### config.mk
export PLATFORM = sky130hd
export DESIGN_NAME = lli_div_stage
export DESIGN_NICKNAME = d
export VERILOG_FILES = /design/src/sv/lli_pkg.sv /design/src/sv/lli_div_stage.sv
export SDC_FILE = /design/constraint.sdc
export NUM_CORES = 1
export LEC_CHECK = 0
export BUFFER_PORTS_ARGS = -buffer_cell sky130_fd_sc_hd__buf_4
export CORE_AREA = 5 5 252 254
export CTS_CLUSTER_SIZE = 8
export DETAILED_ROUTE_END_ITERATION = 10
export DIE_AREA = 0 0 257 259
export PLACE_DENSITY = 0.48
export SLEW_MARGIN = 30
export SYNTH_ARGS = -nofsm -noshare
export SYNTH_HDL_FRONTEND = slang
export SYNTH_SLANG_ARGS = --single-unit
### constraint.sdc
create_clock -name clk_i -period 0.8 [get_ports clk_i]
set_input_delay 0.04 -clock clk_i [delete_from_list [all_inputs] [get_ports clk_i]]
set_output_delay 0.04 -clock clk_i [all_outputs]
set_load 0.05 [all_outputs]
### src/sv/lli_pkg.sv
// Package for the line-line intersection block: payload types, width constants
// and the per-stage record of the divider chain. No dependencies.
`default_nettype none

package lli_pkg;

  localparam int CoordBits = 16;
  localparam int DiffBits  = CoordBits + 1;
  localparam int CrossBits = 2 * CoordBits + 2;       // signed cross product
  localparam int MagBits   = 2 * CoordBits + 1;       // magnitude of cross product
  localparam int LoBits    = (MagBits + 1) / 2;       // low slice of the numerator
  localparam int HiBits    = MagBits - LoBits;
  localparam int ProdBits  = CoordBits + MagBits;     // |dir| * |num|, quotient width

  typedef struct packed {
    logic signed [CoordBits-1:0] first_start_x;
    logic signed [CoordBits-1:0] first_start_y;
    logic signed [CoordBits-1:0] first_end_x;
    logic signed [CoordBits-1:0] first_end_y;
    logic signed [CoordBits-1:0] second_start_x;
    logic signed [CoordBits-1:0] second_start_y;
    logic signed [CoordBits-1:0] second_end_x;
    logic signed [CoordBits-1:0] second_end_y;
  } in_t;

  typedef struct packed {
    logic              found;
    logic signed [31:0] cross_x;
    logic signed [31:0] cross_y;
    logic              clipped;
  } out_t;

  // One entry of the divider chain: both coordinates share the divisor.
  typedef struct packed {
    logic [ProdBits-1:0]         num_x;
    logic [ProdBits-1:0]         num_y;
    logic [MagBits-1:0]          rem_x;
    logic [MagBits-1:0]          rem_y;
    logic [ProdBits-1:0]         quo_x;
    logic [ProdBits-1:0]         quo_y;
    logic [MagBits-1:0]          den;
    logic                        neg_x;
    logic                        neg_y;
    logic signed [CoordBits-1:0] base_x;
    logic signed [CoordBits-1:0] base_y;
    logic                        found;
  } div_t;

endpackage

`default_nettype wire

### src/sv/lli_div_stage.sv
// One stage of the restoring divider chain: develops one quotient bit for each
// coordinate and hands the record to its neighbor. Depends on lli_pkg.
`default_nettype none

module lli_div_stage (
  input  wire logic          clk_i,
  input  wire logic          rst_ni,
  input  wire logic          valid_i,
  input  wire lli_pkg::div_t data_i,
  output logic               valid_o,
  output lli_pkg::div_t      data_o
);

  logic [lli_pkg::MagBits:0] shx, shy, denw;
  logic                      gex, gey;
  lli_pkg::div_t             data_d;
  logic                      valid_q;
  lli_pkg::div_t             data_q;

  always_comb begin
    denw = {1'b0, data_i.den};
    shx  = {data_i.rem_x, data_i.num_x[lli_pkg::ProdBits-1]};
    shy  = {data_i.rem_y, data_i.num_y[lli_pkg::ProdBits-1]};
    gex  = shx >= denw;
    gey  = shy >= denw;
    data_d       = data_i;
    data_d.num_x = {data_i.num_x[lli_pkg::ProdBits-2:0], 1'b0};
    data_d.num_y = {data_i.num_y[lli_pkg::ProdBits-2:0], 1'b0};
    data_d.rem_x = gex ? lli_pkg::MagBits'(shx - denw) : shx[lli_pkg::MagBits-1:0];
    data_d.rem_y = gey ? lli_pkg::MagBits'(shy - denw) : shy[lli_pkg::MagBits-1:0];
    data_d.quo_x = {data_i.quo_x[lli_pkg::ProdBits-2:0], gex};
    data_d.quo_y = {data_i.quo_y[lli_pkg::ProdBits-2:0], gey};
  end

  always_ff @(posedge clk_i or negedge rst_ni) begin
    if (!rst_ni) begin
      valid_q <= 1'b0;
    end else begin
      valid_q <= valid_i;
    end
  end

  always_ff @(posedge clk_i) begin
    data_q <= data_d;
  end

  assign valid_o = valid_q;
  assign data_o  = data_q;

endmodule

`default_nettype wire
==> results of run 1 <==
-- registers in the layout, summed over array words and instances, names as in the netlist --
signal and count:
valid_o 1, data_o 328
-- worst max-delay path, cell delays in order --
cell,delay [ns]
buf_8,0.11
inv_12,0.04
ha_4,0.13
inv_2,0.03
fa_2,0.35
a21o_1,0.20
a221oi_2,0.25
buf_4,0.19
o221ai_4,0.09
a2111o_1,0.43
a211oi_2,0.29
o31a_4,0.16
o21a_4,0.17
buf_6,0.14
clkinv_8,0.08
mux2_4,0.30
-- repair_timing --
action                     4_1_cts  5_1_grt
cloned                           5        0
hold endpoints to repair       328        8
setup endpoints to repair      397      397
hold buffers                   324        2
gates resized for setup       1146       49
pin swaps                       33       15
buffers inserted                24        8
-- metrics by stage --
step	hold WS [ns]	TNS (ns)
after detailed placement	-0.183	-153.52
final	-0.343	-207.76
after CTS	-0.380	-214.70
after floorplan	-0.256	-132.62
after global placement	-0.184	-151.65
after global routing	-0.368	-226.28
-- kinds of logic (layout without fill, tap and decap cells) --
family,after synthesis,in the layout
muxes,50,50
DFF,329,329
and+or+nand+nor,179,179
buffers and inverters,85,1411
adders and majority gates,68,68
xor gates and xnor gates,47,47
other,1,12
AOI/OAI and AO/OA,223,223
-- placed cells by master, fill, tap and decap left out, types with 7 or more instances in the layout --
master,instances
a21o_1,37
a21oi_1,50
and3_1,10
buf_12,81
buf_4,597
buf_6,23
buf_8,253
clkbuf_16,50
dfxtp_2,311
dfxtp_4,17
diode_2,10
dlygate4sd3_1,326
ha_1,58
ha_4,7
inv_1,52
mux2_4,41
nand2_1,40
nand3_1,15
nand4_1,13
nor2_1,48
nor3_1,15
o211ai_1,10
o21a_1,12
o21ai_0,31
o31ai_4,7
xnor2_1,32
xor2_1,15
-- metal layers --
metal / track usage [%] / vias up / part of all wire (%)
li1: - / 6082 / -
met1: 24.7 / 6105 / 38
met2: 41.1 / 446 / 51
met3: 7.80 / 116 / 7.4
met4: 6.29 / 28 / 3.2
met5: 0 / - / 0.24
-- how the worst min path moves through the flow --
stage                           from         end  depth (start not counted)
after detailed placement      rst_ni     valid_o                          1
after floorplan               rst_ni     valid_o                          0
final                     data_i[35]  data_o[35]                          2
after global routing      data_i[35]  data_o[35]                          2
after global placement        rst_ni     valid_o                          1
after CTS                 data_i[35]  data_o[35]                          2
-- power by group through the flow --
stage          logic (W)  registers, W  clock network (W)
2_1_floorplan    0.00363        0.0236                  0
3_3_place_gp      0.0156        0.0188                  0
3_5_place_dp      0.0157        0.0187                  0
4_1_cts           0.0201        0.0193             0.0201
5_1_grt           0.0211        0.0194             0.0208
6_report          0.0202        0.0193             0.0195
-- area by class of cell --
type	count	area, sq um
Fill cell	5588	32900
Antenna cell	10	25.0
Multi-Input combinational cell	569	4850
Clock inverter	4	46.3
Clock buffer	62	1360
Timing Repair Buffer	1280	13400
Inverter	60	292
Timing Repair inverter	5	85.1
Sequential cell	329	7040
Tap cell	790	988
==> metrics.md, run 1 <==
| Metric | Value |
|---|---|
| Outcome | complete, but fails checks |
| Failing checks | negative hold slack, negative setup slack |
| Die Width | 257 um |
| Post-synth top cells | dfxtp_1, ha_1, inv_1 |
| Clock share of power | 33.0% |
| Crit path max fanout | 6 |
| Sw Pwr | 0.0192 W |
| Final Max Slew Viols | 0 |
| Post-synthesis async set-or-reset flop share | 0.304% |
| Crit. Startpoint | data_i[280] |
| Initial Util | 18.5% |
| Final Hold Vio Count | 4 |
| Synth unique cells | 72 |
| Core Util, Final | 46.1% |
| Num CTS Buffers | 49 |
| EDFF count, synth | 0 |
| DRT Wirelength | 78.0 mm |
| RD Place Congestion | 0.934 |
| Sw frac | 32.6% |
| Routed vias | 12.8k |
| Mux cell area share after synthesis | 5.61% |
| Worst setup path end | data_o[194] |
| Pwr/cell area | 2100 mW/mm^2 |
| Post-synthesis compound-gate area fraction | 13.5% |
| Final setup violation count | 397 |
| Initial DRT Pass Iterations | 7 |
| CTS tree | yes |
| Total track usage | 22.4% |
| RSZ-0062 raised after global routing | yes |
| Initial antenna violation count | 26 |
| Synth Area in XOR/XNOR | 3.65% |
| Synth Warn # | 0 |
| Startpoint Class | input port |
| Port Buffer Count | 659 |
| Place WS | -2.53 ns |
| Residual DRC | 0 |
| H-tree Lvls | 2 |
| Final Non-Filler Cells | 3,109 |
| Syn Area/Cell | 11.5 sq um |
| Internal Pwr Total | 0.0398 W |
| Row count | 91 |
| Final worst slack | -1.75 ns |
| P&R area growth vs syn | 149% |
| Wire per inst | 25.1 um |
| Max Clk Rate | 393 MHz |
| Synth Area in Adders | 7.68% |
| Worst hold slack | -0.343 ns |
| Leakage power | 13.0 nW |
| Final net count | 2,695 |
| CTS Root Buffer Type | clkbuf_16 |
| # IOs | 664 |
| Mapped Area | 0.0113 sq mm |
| Die Ht | 259 um |
| Period utilization | 318% |
| Area post-placement | 0.0193 sq mm |
| Critical path arrival | 3.01 ns |
| DRT antenna net count | 0 |
| Count leader, synth | dfxtp_1 |
| Sequential area share after synthesis | 58.5% |
| Clk sink count | 329 |
| Most common flop cell mapped by yosys | dfxtp_1 |
| Max-Slew Margin vs Limit | 47.4% |
| Post-DR vias/cell | 4.11 |
| Main combinational cell family by area after synthesis | compound AO/OA/AOI/OAI gates |
| HPWL Detailed | 61.9 mm |
| Placed cell count | 2,676 |
| CTS clk-pin slew, worst paths | 0.06 ns |
| Gr ovfl total | 0 |
| Power, Total | 0.0590 W |
| Synth top area cells | dfxtp_1, ha_1, a21oi_1 |
| Largest net degree at the start of global routing | 15 |
| Logic pwr share | 34.3% |
| Die area | 0.0666 sq mm |
| CP endpoint kind | flip-flop |
| WP data required | 1.27 ns |
| Longest Clk Path Bufs | 3 |
| Simple-gate share of the synthesized area | 7.87% |
| Post-Synthesis Cells | 982 |
| Peak supply drop | 2.02 mV |
| Max cap viols | 0 |
| Final Cell Area | 0.0281 sq mm |
| Reg power frac | 32.7% |
| First-pass GRT wire length | 108 mm |
| Initial drt markers | 488 |
| Layout cell share with drive strength beyond 1 | 63.4% |
| Area share of the largest cell type after synthesis | 58.3% |
| Synth area leader | dfxtp_1 |
| Flops & latches, synth | 329 |
| Core area | 0.0610 sq mm |
| Crit path kind | in2reg |
| Hold crit path type | in2reg |
| Least-Margin Pin Slew | 0.768 ns |
| Period minus WS final | 2.55 ns |
| Vias in the first global route | 14.2k |
Note: power is estimated with default switching activity, not from simulation.
==> run 2, diff against run 1 <==
Settings changed: ABC_AREA set to 1, CORE_AREA 5 5 252 254 to 5 5 256 258, DIE_AREA 0 0 257 259 to 0 0 261 263, PLACE_DENSITY 0.48 to 0.5.
==> metrics.md, run 2 <==
| Metric | Value |
|---|---|
| Outcome | complete, but fails checks |
| Failing checks | negative hold slack, negative setup slack |
| Num CTS Buffers | 49 (unchanged) |
| Commonest non-fill, non-tap cell in the layout | buf_4 |
| DRT Wirelength | 94.6 mm (+21%) |
| Core Util, Final | 50.9% (+4.8 points) |
| Synth Warn # | 0 (unchanged) |
| Sequential area share after synthesis | 50.5% (-8.0 points) |
| WHS Endpoint | data_o[226] |
| P&R area growth vs syn | 145% |
| Gr ovfl total | 0 (unchanged) |
| Initial drt markers | 700 (+43%) |
| Total track usage | 26.2% (+3.7 points) |
| Final Hold Vio Count | 10 (+6) |
| Vias in the first global route | 17.5k (+24%) |
| EDFF count, synth | 0 (unchanged) |
| Initial antenna violation count | 33 (+27%) |
| H-tree Lvls | 2 (unchanged) |
| Period utilization | 177% (-140 points) |
| Final net count | 3,404 (+26%) |
| Critical path arrival | 1.88 ns (-1.13 ns) |
| RD Place Congestion | 0.917 (-1.9%) |
| HPWL Detailed | 74.0 mm (+20%) |
| Clk sink count | 329 (unchanged) |
| CP endpoint kind | flip-flop |
| # IOs | 664 (unchanged) |
| CTS clk-pin slew, worst paths | 0.05 ns (about the same) |
| Die Ht | 263 um (+1.5%) |
| HP Start | data_i[225] |
| Routed vias | 16.2k (+27%) |
| Placed cell count | 3,411 (+27%) |
| Count leader, synth | nand2_1 |
| Port Buffer Count | 659 (unchanged) |
| Final setup violation count | 397 (unchanged) |
| WP data required | 1.27 ns (about the same) |
| Filler Cell Count | 5,629 (+0.73%) |
| Number of flip-flops in the largest register | 328 (unchanged) |
| Initial DRT Pass Iterations | 5 (-2) |
| Pwr/cell area | 1900 mW/mm^2 (-9.2%) |
| Max Clk Rate | 707 MHz (+80%) |
| CTS tree | yes |
| Startpoint Class | input port |
| Hold crit path type | in2reg |
| Wire per inst | 24.4 um (-2.7%) |
| Post-synthesis async set-or-reset flop share | 0.304% (unchanged) |
| Flops & latches, synth | 329 (unchanged) |
| Final Non-Filler Cells | 3,877 (+25%) |
| Core area | 0.0627 sq mm (+2.8%) |
| Longest Clk Path Bufs | 3 (unchanged) |
| Reg area | 0.00704 sq mm (-0.11%) |
| Die area | 0.0686 sq mm (+3.1%) |
| Worst hold slack | -0.291 ns (+0.0516 ns) |
| CTS Root Buffer Type | clkbuf_16 |
| Residual DRC | 0 (unchanged) |
| Leakage power | 15.3 nW (+18%) |
| Synth unique cells | 34 (-53%) |
| Most frequent cells in the layout | buf_4, nand2_1, dlygate4sd3_1, dfxtp_2, buf_8 |
| Most common flop cell mapped by yosys | dfxtp_1 |
| Final worst slack | -0.615 ns (+1.13 ns) |
| Largest net degree at the start of global routing | 22 (+7) |
| Post-Synthesis Cells | 1,664 (+69%) |
| Final Max Slew Viols | 0 (unchanged) |
| DRT antenna net count | 0 (unchanged) |
| Synth top area cells | dfxtp_1, nand2_1, inv_1 |
| Post-DR vias/cell | 4.18 (+1.7%) |
| Period minus WS final | 1.41 ns (-1.13 ns) |
| Multi-input logic area | 0.00730 sq mm (+50%) |
| RSZ-0062 raised after global routing | yes |
| Die Width | 261 um (+1.6%) |
| Setup TNS | -136.64 ns (+71.12 ns) |
| Layout cell share with drive strength beyond 1 | 60.3% (-3.2 points) |
| Crit path kind | in2reg |
| Hold path depth | 3 (+1) |
| Crit path max fanout | 3 (-3) |
| First-pass GRT wire length | 129 mm (+19%) |
| Synth area leader | dfxtp_1 |
| Max cap viols | 0 (unchanged) |
| Row count | 92 (+1.1%) |
| Initial Util | 20.8% (+2.3 points) |
| Mapped Area | 0.0131 sq mm (+16%) |
| Area share of the largest cell type after synthesis | 50.3% (-8.0 points) |
| Syn Area/Cell | 7.84 sq um (-32%) |
| Peak supply drop | 1.58 mV (-21%) |
| Post-synth top cells | nand2_1, dfxtp_1, inv_1 |
-- run 2: cell types whose count changed after synthesis, sizes merged, moves of 33 or more --
cell | before | now
mux2 | 48 | 0
nand3 | 17 | 138
a21o | 37 | 4
inv | 60 | 286
nor2 | 49 | 87
nand2 | 40 | 595
-- run 2: how the worst max path moves through the flow --
| stage | to | startpoint | cells after the start | slack (ns) |
|---|---|---|---|---|
| after CTS | data_o[185] | data_i[62] | 16 | -0.59 |
| after detailed placement | data_o[229] | data_i[60] | 14 | -1.46 |
| after global routing | data_o[218] | data_i[49] | 16 | -0.69 |
| after floorplan | data_o[224] | data_i[64] | 12 | -0.68 |
| final | data_o[228] | data_i[47] | 16 | -0.61 |
| after global placement | data_o[229] | data_i[60] | 14 | -1.48 |
-- run 2: power by group --
part           internal, W  leakage (nW)  switching (W)
registers           0.0181          2.79        0.00113
logic               0.0102          11.9         0.0121
clock network       0.0113         0.663        0.00797
total               0.0396          15.3         0.0212
-- run 2: worst max-delay path: stages --
cell        delay [ns]
buf_6             0.08
clkinvlp_4        0.13
buf_12            0.16
ha_4              0.24
buf_4             0.15
nand2_1           0.10
inv_1             0.06
nand2_1           0.10
buf_4             0.12
inv_2             0.04
a21oi_1           0.16
nand2_2           0.11
nand2_2           0.13
nand3b_1          0.11
nand3_2           0.09
nand2_1           0.06
-- run 2: layout make-up --
| cell class | instances | area share [%] |
|---|---|---|
| flip-flops and latches | 329 | 22.0 |
| inverters | 286 | 3.64 |
| multi-input cells | 1031 | 22.9 |
| clock buffers | 55 | 3.94 |
| well taps | 846 | 3.31 |
| repair buffers | 1306 | 43.8 |
| diodes | 18 | 0.141 |
| clock inverters | 6 | 0.278 |
-- run 2: cells by family after synthesis --
logic type,synth area share (%)
other,0.0287
DFF,50.5
xor gates and xnor gates,1.88
and+or+nand+nor,29.7
buffers and inverters,9.35
adders and majority gates,6.63
AOI/OAI and AO/OA,1.96
-- run 2: metal layers --
| layer | wire, um | part of all wire [%] | vias to the layer above | GRT usage [%] |
|---|---|---|---|---|
| met5 | 106 | 0.11 | - | 0 |
| met1 | 35900 | 38 | 7665 | 29.5 |
| met3 | 6090 | 6.4 | 187 | 6.05 |
| met2 | 46900 | 50 | 578 | 47.2 |
| li1 | - | - | 7752 | - |
| met4 | 5630 | 5.9 | 16 | 11.1 |
-- run 2: metrics by stage --
step                      total power [W]  setup WS (ns)  area [sq um]
after global placement             0.0351          -1.48         21500
after floorplan                    0.0274         -0.678         13500
after detailed placement           0.0351          -1.46         21500
after global routing               0.0630         -0.692         31900
after CTS                          0.0602         -0.586         30700
final                              0.0608         -0.615         31900
-- run 2: timing repair --
action,4_1_cts,5_1_grt
hold buffers,306,15
pin swaps,63,118
buffers inserted,47,16
gates resized for setup,1333,212
hold endpoints to repair,328,24
gates cloned,10,4
endpoints found under the setup margin,397,397
